$ cat config.mk
export PLATFORM = sky130hd
export DESIGN_NAME = dlv_token_parser
export DESIGN_NICKNAME = d
export VERILOG_FILES = /design/src/sv/dlv_pkg.sv /design/src/sv/dlv_token_parser.sv
export SDC_FILE = /design/constraint.sdc
export NUM_CORES = 1
export LEC_CHECK = 0
export BUFFER_PORTS_ARGS = -buffer_cell sky130_fd_sc_hd__buf_2
export CORE_MARGIN = 2
export CORE_UTILIZATION = 55
export DETAILED_ROUTE_END_ITERATION = 8
export GPL_ROUTABILITY_DRIVEN = 0
export PLACE_DENSITY = 0.77
export SLEW_MARGIN = 20
export SYNTH_ARGS = -nofsm -noshare
export SYNTH_HDL_FRONTEND = slang
export SYNTH_SLANG_ARGS = --single-unit
$ cat constraint.sdc
create_clock -name aclk -period 6.46 [get_ports aclk]
set_input_delay 0.323 -clock aclk [delete_from_list [all_inputs] [get_ports aclk]]
set_output_delay 0.323 -clock aclk [all_outputs]
set_load 0.03 [all_outputs]
$ cat src/sv/dlv_pkg.sv
// shared types and constants of the decimal list validator
package dlv_pkg;

    localparam int CHAR_W   = 8;
    localparam int VALUE_W  = 32;
    localparam int POS_W    = 9;
    localparam int STATUS_W = 3;
    localparam int RES_W    = STATUS_W + VALUE_W + POS_W;
    localparam int M_DATA_W = ((RES_W + 7) / 8) * 8;

    localparam logic [CHAR_W-1:0]  CHAR_ZERO  = 8'h30;
    localparam logic [CHAR_W-1:0]  CHAR_NINE  = 8'h39;
    localparam logic [CHAR_W-1:0]  CHAR_MINUS = 8'h2d;
    localparam logic [CHAR_W-1:0]  CHAR_PLUS  = 8'h2b;
    localparam logic [VALUE_W-1:0] MAG_SAFE   = 32'd214748364;
    localparam logic [VALUE_W-1:0] INT_MAX    = 32'd2147483647;

    typedef enum logic [STATUS_W-1:0] {
        ST_OK       = 3'd0,
        ST_BAD      = 3'd1,
        ST_OVERFLOW = 3'd2,
        ST_DUP      = 3'd3,
        ST_FULL     = 3'd4,
        ST_FAILED   = 3'd5
    } status_t;

    typedef struct packed {
        logic [VALUE_W-1:0] magnitude;
        logic               negative;
        logic               at_first;
        logic               bad;
        logic               ovf;
    } tok_t;

    typedef struct packed {
        logic [POS_W-1:0]   position;
        logic [VALUE_W-1:0] value;
        status_t            status;
    } res_t;

endpackage

$ cat src/sv/dlv_token_parser.sv
// per-character token parser: sign, digit accumulation and error flags
module dlv_token_parser (
    input  logic                        aclk,
    input  logic                        aresetn,
    input  logic                        fire,
    input  logic                        list_start,
    input  logic                        has_char,
    input  logic [dlv_pkg::CHAR_W-1:0]  character,
    input  logic                        token_end,
    output dlv_pkg::tok_t               tok
);

    localparam dlv_pkg::tok_t TOK_CLEAR = '{magnitude: '0, negative: 1'b0,
                                            at_first: 1'b1, bad: 1'b0, ovf: 1'b0};

    dlv_pkg::tok_t               tok_reg;
    dlv_pkg::tok_t               base;
    dlv_pkg::tok_t               tok_next;
    logic [3:0]                  digit;
    logic [dlv_pkg::VALUE_W-1:0] times_ten;
    logic [dlv_pkg::VALUE_W-1:0] sum;
    logic [dlv_pkg::VALUE_W-1:0] limit;
    logic                        is_sign;
    logic                        is_digit;

    always_comb begin
        base      = list_start ? TOK_CLEAR : tok_reg;
        digit     = 4'(character - dlv_pkg::CHAR_ZERO);
        times_ten = {base.magnitude[28:0], 3'b000} + {base.magnitude[30:0], 1'b0};
        sum       = times_ten + {28'd0, digit};
        limit     = dlv_pkg::INT_MAX + {31'd0, base.negative};
        is_sign   = (character == dlv_pkg::CHAR_PLUS) || (character == dlv_pkg::CHAR_MINUS);
        is_digit  = (character >= dlv_pkg::CHAR_ZERO) && (character <= dlv_pkg::CHAR_NINE);
        tok_next  = base;
        if (has_char) begin
            tok_next.at_first = 1'b0;
            if (base.at_first && is_sign) begin
                tok_next.negative = (character == dlv_pkg::CHAR_MINUS);
            end else if (!is_digit) begin
                tok_next.bad = 1'b1;
            end else if (!base.ovf) begin
                if (base.magnitude > dlv_pkg::MAG_SAFE) begin
                    tok_next.ovf = 1'b1;
                end else if (sum > limit) begin
                    tok_next.ovf = 1'b1;
                end else begin
                    tok_next.magnitude = sum;
                end
            end
        end
    end

    assign tok = tok_next;

    always_ff @(posedge aclk) begin
        if (!aresetn) begin
            tok_reg <= TOK_CLEAR;
        end else if (fire) begin
            tok_reg <= token_end ? TOK_CLEAR : tok_next;
        end
    end

endmodule

Word level (Yosys, flattened, before mapping):

Cells that the tools add are included.

* add/sub/neg operators: 4
* order comparisons: 4
* equal/unequal tests: 2
* mux-type cells: 15
* reductions and logical operators: 3

Operators by type and width (count)
* $mux W32: 5
* $mux W36: 3
* $add A31 B1 Y32 const A: 1
* $add A32 B32 Y32: 1
* $add A32 B4 Y32: 1
* $gt A32 B28 Y1 const B: 1
* $gt A32 B32 Y1: 1
* $eq A8 B6 Y1 const B: 2
* $ge A8 B6 Y1 const B: 1
* $le A8 B6 Y1 const B: 1
* $mux W1: 6
* $sub A4 B1 Y4 const B: 1
* $logic_and A1 B1 Y1: 2
* $mux W2: 1
* $logic_or A1 B1 Y1: 1

* register bits: 36
* bits of input ports: 14
* output and inout bits: 36

Depth between registers and ports, before layout:

Gate-level depths: netlist of the first run.

* word-level depth: 11
* gate-level depth with buffers: 27

Least setup slack after synthesis of the first run:

OpenSTA, ideal clock, no wires.

* path kind: input to output
* from: in list_start
* to: out tok[24] (netlist bit)
* arrival: 6.316 ns
* setup slack: -0.179 ns
* cell stages on the path: 23
* path buffers: 5
* path through: buf_4 clkbuf_1 clkbuf_1 clkbuf_1 nor2b_1 ha_1 ha_1 a21oi_1 nor2_1 a2111oi_0 a2111oi_0 o21a_1 or3_1 and2_1 ha_1 nand4_1 nor3_1 nand4_1 nor4_1 a21oi_1 or4b_1 buf_2 o21ai_0

RTL lines
* from (decl): RTL line dlv_token_parser.sv:6 `input logic list_start,`
* to (decl): RTL line dlv_token_parser.sv:10 `output dlv_pkg::tok_t tok`

==> flow_summary.toml, run 1 <==
[drt]
wl_um = 14000
avgViaCountPerCell = 6.45
dr_total_vias = 4881
wl_per_cell_um = 18.5
initialDrtViolationCount = 304
ant_nets = 0
drc = 0
firstDrtPassIters = 5

[pwr]
comb_power_share_pct = 9.0
leakagePower_uw = 0.00296
pwr-share-clk_pct = 41.6
p_seq_share_pct = 49.4
ir_drop_mv = 0.0706
p_sw_uw = 119
swShare_pct = 26.4
p_per_area_nw_per_um2 = 81.2
internal_power_uw = 331
power_uw = 450

[synthesis]
postSynthRegisterBits = 36
synth_flop_cell = "dfxtp_1"
synth_nets = 691
synth_warnings = 0
yosysSeqAreaShare_pct = 15.0
ys_top_cells_by_area = "ha_1, dfxtp_1, a22o_1"
syn-cell-area_um2 = 4820
synth_edf_count = 0
synth-async-reset-ratio_pct = 0
netlist.area_leader.share_pct = 23.4
avgSynthCellArea_um2 = 8.22
ys_types = 67
syn_inst = 586
synth_top_cell_by_area = "ha_1"

[timing]
fin_skew_ns = 0.0124
fin_ws_ns = 0.127
period_needed_ns = 6.33
finalCritPeriodShare_pct = 98.0
slew_headroom_pct = 46.2
tightest_slew_ns = 0.806
fmax_mhz = 158
finalMaxSlewViolations = 0
setup_viol = 0
timing.hold.ws_ns = 0.254
hold_viol_final = 0

[placed_design]
dp_hpwl_um = 10700
place_ws_ns = -0.0339
portBuffers = 49

[worst_hold_path]
min_from = "aresetn"
hp-class = "in2reg"

[critical_path]
worstSetupPathType = "in2out"
required_ns = 6.14
start_kind = "primary input"
crit_path_max_incr_delay_ns = 0.44
cpMaxStageDelayCell = "a311oi_1"
arrival_ns = 6.01
crit_fanout = 15
startpoint = "list_start"
cp-end-kind = "output port"
cp_common_cell = "ha_1"
reg2reg_slack_ns = 0.68
crit_chain = "clkbuf_4 > buf_4 > buf_4 > nor2b_1 > ha_1 > ha_1 > a21oi_1 > o21bai_1 > a21oi_1 > inv_1 > a22o_1 > a311oi_1 > o21bai_1 > xnor2_1 > ha_1 > a21o_1 > nor2_1 > o221ai_1 > o31ai_2 > a21oi_4 > nor4b_4 > buf_6 > mux2_2 > buf_2"
r2r_start = "tok_reg[14]$_SDFFE_PN0P_"

[clock_tree]
clk_latency_ns = 0.30
numCtsBuffers = 5
htreeDepth = 2
cts_tree = "done"
clockRootBuffer = "clkbuf_8"
cts_buffer_depth = 2
clkTransAtPathRegs_ns = 0.08
cts_sinks = 36

[run_status]
status = "completed"

[global_routing]
grt_pass1_vias = 4664
grt.overflow.total = 0
antenna_found_initial = 0
grt_max_degree = 27
grt_pass1_wl_um = 22300
grt_usage_pct = 28.2

[floorplanning]
fp-row-count = 34
die-width_um = 97.6
coreArea_um2 = 8590
ios = 50
die_h_um = 97.6
dieArea_um2 = 9520
start_util_pct = 56.0

[final_layout]
largest_register_ffs = 36
post-route-util_pct = 64.5
final_common_cell = "ha_1"
final_cell_mix = "ha_1, buf_2, nand2_1, a21oi_1, dfxtp_1"
diodes = 0
fin_nets = 754
area_growth_pct = 15.0
layout-drive-gt1-share_pct = 19.9

[flow_run]
max_cap_viol_count = 0
[critical path, delay by kind of cell]
kind / cells / cell delay (ns)
AOI/OAI and AO/OA: 10 / 2.24
xor gates and xnor gates: 1 / 0.17
adders and majority gates: 3 / 0.93
buffers and inverters: 6 / 1.08
muxes: 1 / 0.36
and+or+nand+nor: 3 / 0.89
[metal layers]
metal / global-route usage, % / part of all wire [%] / up-vias
met2: 49.1 / 49 / 208
met1: 35.4 / 41 / 2294
li1: - / - / 2340
met4: 10.5 / 2.8 / 0
met3: 3.88 / 7.2 / 39
met5: 0 / 0 / -
[power by group through the flow]
| stage | combinational (µW) | clock (µW) | sequential (µW) |
|---|---|---|---|
| after floorplan | 22.6 | 0 | 228 |
| after global placement | 37.3 | 0 | 228 |
| after detailed placement | 38.3 | 0 | 228 |
| after CTS | 38.7 | 188 | 222 |
| after global routing | 43.6 | 199 | 223 |
| final | 40.5 | 187 | 223 |
[final cells by class]
class                      count  area [µm²]
clock buffer                   7        96.3
fill                         742        3050
inverter                      25        93.8
multi-input combinational    507        4060
sequential                    36         721
tap                          108         135
timing repair buffer          74         439
[timing repair]
action / 4_1_cts / 5_1_grt
gates resized for setup: 3 / 26
hold buffers: 0 / 0
cloned: 0 / 2
pin swaps: 0 / 8
setup buffers: 0 / 6
setup endpoints to repair: 13 / 65
[final timing paths]
path,to,cells past startpoint
max reg2reg,tok_reg[31]$_SDFFE_PN0P_,22
max,tok[31],24
min reg2reg,tok_reg[33]$_SDFFE_PN0P_,2
min,tok_reg[2]$_SDFFE_PN1P_,2
[through the flow]
stage / setup TNS [ns] / instances / cell area, µm²
2_1_floorplan: 0 / 586 / 4820
3_3_place_gp: 0 / 742 / 5250
3_5_place_dp: -0.207 / 742 / 5250
4_1_cts: 0 / 749 / 5350
5_1_grt: -0.439 / 757 / 5540
6_report: 0 / 757 / 5540
[kinds of logic after synthesis]
kind of cell               count (synthesis)  share of synthesized area [%]
AOI/OAI and AO/OA                        183                           26.6
and+or+nand+nor                          181                           20.2
adders and majority gates                 91                           23.8
buffers and inverters                     44                           3.90
DFF                                       36                           15.0
xor gates and xnor gates                  30                           5.46
muxes                                     21                           5.01
[cell usage after synthesis, types with 7 or more instances]
cell type,n
xor2_1,12
nand2_1,46
mux2_2,17
clkbuf_1,11
and2_1,7
and3_1,8
nor2_1,27
a21oi_1,40
ha_1,90
inv_1,25
a22o_1,30
a21o_1,16
xnor2_1,18
o21bai_1,9
o21ai_0,22
o21a_1,7
dfxtp_1,36
nor2b_1,39
nor4_1,7
a211oi_1,8
nand4_1,8
o211ai_1,9
nand3_1,9
Note: power is estimated with default switching activity, not from simulation.
==> inputs of run 2 (changes only) <==
CORE_UTILIZATION = 56   (was 55)
CTS_BUF_LIST = sky130_fd_sc_hd__clkbuf_8   (was not set)
PLACE_DENSITY = 0.78   (was 0.77)
==> run 2 against run 1 <==
Effect of this change: register-to-register slack about the same; global-route usage increased by 0.37 points; combinational power decreased by 3%; maximum frequency increased by 0.85%; non-clock buffer count decreased by 2; sequential cell count unchanged; first-iteration DRC count increased by 6.9%; wire length decreased by 0.99%; sequential power about the same; clock-buffer cell count decreased by 1; setup slack improved by 0.053 ns; sequential share of layout area increased by 0.11 points; critical path type is now reg2out; largest cell class unchanged; largest power group unchanged.
==> flow_summary.toml, run 2 (synthesis gave the netlist of run 1 again) <==
[timing]
slew_headroom_pct = 46.1
fmax_mhz = 159
finalMaxSlewViolations = 0
tightest_slew_ns = 0.809
period_needed_ns = 6.28
setup_viol = 0
fin_skew_ns = 0.0115
hold_viol_final = 0
finalCritPeriodShare_pct = 97.2

[final_layout]
diodes = 0
design_area_um2 = 5500
final_cell_mix = "ha_1, buf_2, nand2_1, a21oi_1, dfxtp_1"
area_growth_pct = 14.1
fill_cells = 693
final_common_cell = "ha_1"
layout-drive-gt1-share_pct = 20.2
fin_nets = 751
largest_register_ffs = 36

[pwr]
internal_power_uw = 319
ir_drop_mv = 0.0738
p_sw_uw = 117
leakagePower_uw = 0.00295
pwr-share-clk_pct = 40.0
power_uw = 436
swShare_pct = 26.8
p_per_area_nw_per_um2 = 79.3
p_seq_share_pct = 51.0
comb_power_share_pct = 9.0

[floorplanning]
die_h_um = 96.7
coreArea_um2 = 8260
ios = 50
start_util_pct = 58.3
dieArea_um2 = 9360
die-width_um = 96.7
fp-row-count = 33

[worst_hold_path]
hold_depth = 2
hp-class = "in2reg"

[critical_path]
crit_chain = "nor2b_2 > xor2_1 > ha_1 > a21o_1 > ha_1 > nor2b_2 > o211ai_1 > a211oi_2 > o21ai_2 > a2111oi_4 > buf_4 > o21a_1 > or3_1 > and2_1 > ha_1 > a21oi_1 > nand2_1 > a221o_1 > o211ai_1 > a21oi_2 > nor4b_4 > buf_6 > mux2_2 > buf_2"
rr_worst_depth = 24
cp-end-kind = "output port"
crit_buf_inv = 3
required_ns = 6.14
worstSetupPathType = "reg2out"
crit_path_max_incr_delay_ns = 0.39
crit_fanout = 9
start_kind = "register"
arrival_ns = 5.96
cp_common_cell = "ha_1"
path_depth = 24
crit_family = "compound AO/OA/AOI/OAI gates"
cpMaxStageDelayCell = "nor4b_4"

[clock_tree]
cts_sinks = 36
clkTransAtPathRegs_ns = 0.08
htreeDepth = 2
cts-hold-fix-buffers = 0
numCtsBuffers = 5
clockRootBuffer = "clkbuf_8"
clk_latency_ns = 0.30
cts_buffer_depth = 2
cts_tree = "done"

[drt]
dr_total_vias = 4854
avgViaCountPerCell = 6.45
ant_nets = 0
firstDrtPassIters = 5
wl_um = 13900
initialDrtViolationCount = 325
wl_per_cell_um = 18.4
drc = 0

[placed_design]
dpl-instance-area_um2 = 5240
portBuffers = 49
dp_hpwl_um = 10600

[global_routing]
grt_usage_pct = 28.6
grt.overflow.total = 0
antenna_found_initial = 0
grt_pass1_vias = 4607
grt_pass1_wl_um = 22500
grt_max_degree = 34

[run_status]
status = "completed"

[flow_run]
max_cap_viol_count = 0
-- run 2: path summary, 6_finish.rpt --
check / end / slack, ns / start
worst min register to register: tok_reg[10]$_SDFFE_PN0P_ / 0.48 / tok_reg[10]$_SDFFE_PN0P_
worst min-delay path: tok_reg[2]$_SDFFE_PN1P_ / 0.25 / aresetn
worst max register to register: tok_reg[31]$_SDFFE_PN0P_ / 0.68 / tok_reg[4]$_SDFFE_PN0P_
worst max-delay path: tok[31] / 0.18 / tok_reg[4]$_SDFFE_PN0P_
-- run 2: final cells by class --
class | count | area (µm²) | share of cell area, %
clock inverter | 2 | 7.51 | 0.137
sequential | 36 | 721 | 13.1
clock buffer | 6 | 82.6 | 1.50
timing repair buffer | 72 | 424 | 7.72
multi-input combinational | 506 | 4040 | 73.4
inverter | 25 | 93.8 | 1.71
tap | 105 | 131 | 2.39
-- run 2: metrics by stage --
stage	hold slack, ns	utilization (%)	TNS, ns	worst slack [ns]	cells
6_report	0.249	66.5	0	0.180	752
5_1_grt	0.264	66.5	-0.0765	-0.0320	752
4_1_cts	0.246	64.7	0	0.0323	746
3_5_place_dp	0.460	63.4	-1.10	-0.119	738
3_3_place_gp	0.460	63.4	0	0.121	738
2_1_floorplan	0.385	-	0	0.00859	586
-- run 2: what timing repair did --
action / CTS / global route
cloned: 0 / 1
resized for setup: 5 / 29
buffers inserted: 0 / 5
endpoints found under the setup margin: 31 / 48
pin swaps: 0 / 5
-- run 2: power by group through the flow --
stage	clock network (µW)	registers (µW)	logic [µW]
2_1_floorplan	0	228	22.6
3_3_place_gp	0	228	36.1
3_5_place_dp	0	228	37.0
4_1_cts	175	222	37.4
5_1_grt	182	223	42.4
6_report	174	222	39.3
-- run 2: layer usage --
| metal | share of wire (%) | track usage, % | vias to the layer above |
|---|---|---|---|
| li1 | - | - | 2335 |
| met1 | 44 | 37.1 | 2326 |
| met2 | 49 | 50.2 | 162 |
| met3 | 4.7 | 2.75 | 31 |
| met4 | 2.6 | 8.56 | 0 |
| met5 | 0 | 0 | - |
-- run 2: worst register-to-register path, stage by stage, from the launching register on --
cell and delay, ns:
dfxtp_1 0.32, nor2b_2 0.16, xor2_1 0.16, ha_1 0.19, a21o_1 0.16, ha_1 0.33, nor2b_2 0.18, o211ai_1 0.31
a211oi_2 0.13, o21ai_2 0.29, a2111oi_4 0.11, buf_4 0.15, o21a_1 0.17, or3_1 0.36, and2_1 0.19, ha_1 0.30
a21oi_1 0.15, nand2_1 0.07, a221o_1 0.34, o211ai_1 0.24, a21oi_2 0.19, nor4b_4 0.39, buf_6 0.20, mux2_2 0.37
a22o_1 0.20
==> inputs of run 3 (changes only) <==
ABC_AREA = 1   (was not set)
BUFFER_PORTS_ARGS = -buffer_cell sky130_fd_sc_hd__clkbuf_2   (was -buffer_cell sky130_fd_sc_hd__buf_2)
CORE_UTILIZATION = 57   (was 56)
HOLD_SLACK_MARGIN = 0.03   (was not set)
PLACE_DENSITY = 0.79   (was 0.78)
==> run 3 against run 2 <==
Effect of this change: combinational power grew 47%; die area grew 10%; non-clock buffer count shrank 17; global-route usage grew 1.5 points; maximum frequency grew 4.0%; wire length grew 11%; critical path depth grew 4; clock power grew 4%; core utilization shrank 2.5 points; largest cell class unchanged; largest power group unchanged.
==> flow_summary.toml, run 3 <==
[run_status]
status = "completed"

[floorplanning]
fp-row-count = 35
die-width_um = 102
ios = 50
dieArea_um2 = 10300
coreArea_um2 = 9240
die_h_um = 102
start_util_pct = 58.8

[synthesis]
synthTopCellsByCount = "nand2_1, inv_1, ha_1"
postSynthRegisterBits = 36
avgSynthCellArea_um2 = 5.97
synthAdderAreaFrac_pct = 21.1
synth_edf_count = 0
synth_top_cell_by_area = "ha_1"
yosysSeqAreaShare_pct = 13.3
synth_warnings = 0
synth_compound_area_share_pct = 17.1
syn_inst = 910
synth_top_family_by_area = "simple AND/OR/NAND/NOR gates"
synth-async-reset-ratio_pct = 0
synth_mux_area_share_pct = 0
netlist.area_leader.share_pct = 20.7
yosys.area_share.xor_xnor_pct = 4.19
ys_top_cells_by_area = "ha_1, nand2_1, dfxtp_1"
yosysMostFrequentCell = "nand2_1"
synth_nets = 1015
syn-cell-area_um2 = 5440
synthSimpleGateAreaFrac_pct = 33.2
synth_flop_cell = "dfxtp_1"
ys_types = 36

[timing]
finalCritPeriodShare_pct = 93.5
fin_skew_ns = 0.00827
tns_ns = 0
tightest_slew_ns = 1.06
fmax_mhz = 166
period_needed_ns = 6.04
hold_viol_final = 0
setup_viol = 0
rsz0062_at_grt = "false"
timing.hold.ws_ns = 0.200
slew_headroom_pct = 29.0
finalMaxSlewViolations = 0

[pwr]
pwr-share-clk_pct = 39.2
ir_drop_mv = 0.0971
comb_power_share_pct = 12.4
power_uw = 462
leakagePower_uw = 0.00341
internal_power_uw = 333
swShare_pct = 27.9
p_per_area_nw_per_um2 = 78.2
p_sw_uw = 129
p_seq_share_pct = 48.3

[final_layout]
diodes = 0
design_area_um2 = 5920
layout.cells.non_filler = 1081
fin_nets = 1057
largest_register_ffs = 36
final_common_cell = "nand2_1"
fill_cells = 926
layout-drive-gt1-share_pct = 7.88
area_growth_pct = 8.84
final_cell_mix = "nand2_1, inv_1, ha_1, a21oi_1, nor2_1"

[placed_design]
dpl.cell_count = 1074
dpl-instance-area_um2 = 5810
dp_hpwl_um = 12400
portBuffers = 49

[global_routing]
grt_usage_pct = 30.1
grt.overflow.total = 0
grt_pass1_vias = 5351
grt_pass1_wl_um = 24900
grt_max_degree = 40
antenna_found_initial = 0

[worst_hold_path]
hp-class = "in2reg"
whs_endpoint = "tok_reg[2]$_SDFFE_PN1P_"
hold_depth = 2
min_from = "aresetn"

[critical_path]
reg2reg_slack_ns = 1.07
worstSetupPathType = "in2out"
r2r_start = "tok_reg[4]$_SDFFE_PN0P_"
cpMaxStageDelayCell = "ha_1"
crit_fanout = 39
crit_family = "simple AND/OR/NAND/NOR gates"
arrival_ns = 5.71
r2r-end = "tok_reg[24]$_SDFFE_PN0P_"
start_kind = "primary input"
cp_common_cell = "nand2_1"
crit_path_max_incr_delay_ns = 0.38
cp-end-kind = "output port"
rr_worst_depth = 30
required_ns = 6.14
crit_buf_inv = 7

[drt]
drc = 0
initialDrtViolationCount = 373
avgViaCountPerCell = 5.54
firstDrtPassIters = 8
wl_um = 15400
ant_nets = 0
dr_total_vias = 5987
wl_per_cell_um = 14.3

[clock_tree]
cts-hold-fix-buffers = 0
clk_latency_ns = 0.30
htreeDepth = 2
cts_buffer_depth = 2
clockRootBuffer = "clkbuf_8"
clkTransAtPathRegs_ns = 0.07
cts_sinks = 36
cts_tree = "done"
numCtsBuffers = 5

[flow_run]
max_cap_viol_count = 0
-- run 3: changes by cell type in the layout (fill, tap and decap cells not counted), sizes merged, moves of 30 or more --
cell	delta
nand2	+220
inv	+109
buf	-65
clkbuf	+49
nor2	+49
a21oi	+46
nand3	+40
nor2b	-40
a22o	-30
-- run 3: cell type report --
class                      instances  area (µm²)  area share, %
clock buffer                       7        96.3           1.63
timing repair buffer              55         303           5.12
sequential                        36         721           12.2
inverter                         137         514           8.69
multi-input combinational        717        4120           69.6
tap                              129         161           2.73
-- run 3: logic make-up (layout without fill, tap and decap cells) --
| family | Yosys count | count (layout) |
|---|---|---|
| AO/OA/AOI/OAI | 168 | 168 |
| adder cells (fa/ha/maj) | 91 | 91 |
| XOR/XNOR | 26 | 26 |
| buffers and inverters | 157 | 199 |
| AND/OR/NAND/NOR | 432 | 432 |
| flip-flops | 36 | 36 |
-- run 3: how the worst max path moves through the flow --
stage                            startpoint      end  slack [ns]  cells past startpoint
floorplan                        list_start  tok[32]        1.26                     26
CTS                 tok_reg[4]$_SDFFE_PN0P_  tok[24]        0.17                     29
global placement                 list_start  tok[24]        0.51                     29
detailed placement               list_start  tok[24]        0.28                     29
finish                           list_start  tok[24]        0.42                     28
global route                     list_start  tok[30]        0.02                     28
-- run 3: through the flow --
step	worst slack (ns)	util, %
4_1_cts	0.168	63.9
5_1_grt	0.0224	64.0
3_3_place_gp	0.512	62.8
2_1_floorplan	1.26	-
6_report	0.423	64.0
3_5_place_dp	0.276	62.8
-- run 3: what timing repair did --
action	in CTS	in global routing
gates resized for setup	0	6
setup endpoints to repair	0	24
setup buffers	0	0
-- run 3: metal layers --
metal | vias up | wire [µm] | global-route usage [%]
met3 | 35 | 930 | 4.14
li1 | 3057 | - | -
met1 | 2665 | 6810 | 38.8
met5 | - | 0 | 0
met2 | 230 | 7230 | 51.4
met4 | 0 | 456 | 10.4
-- run 3: power by group through the flow --
stage | sequential [µW] | combinational, µW | clock, µW
after floorplan | 229 | 38.8 | 0
after global placement | 229 | 56.2 | 0
after detailed placement | 229 | 56.6 | 0
after CTS | 224 | 56.8 | 179
after global routing | 224 | 63.1 | 189
final | 224 | 57.6 | 181
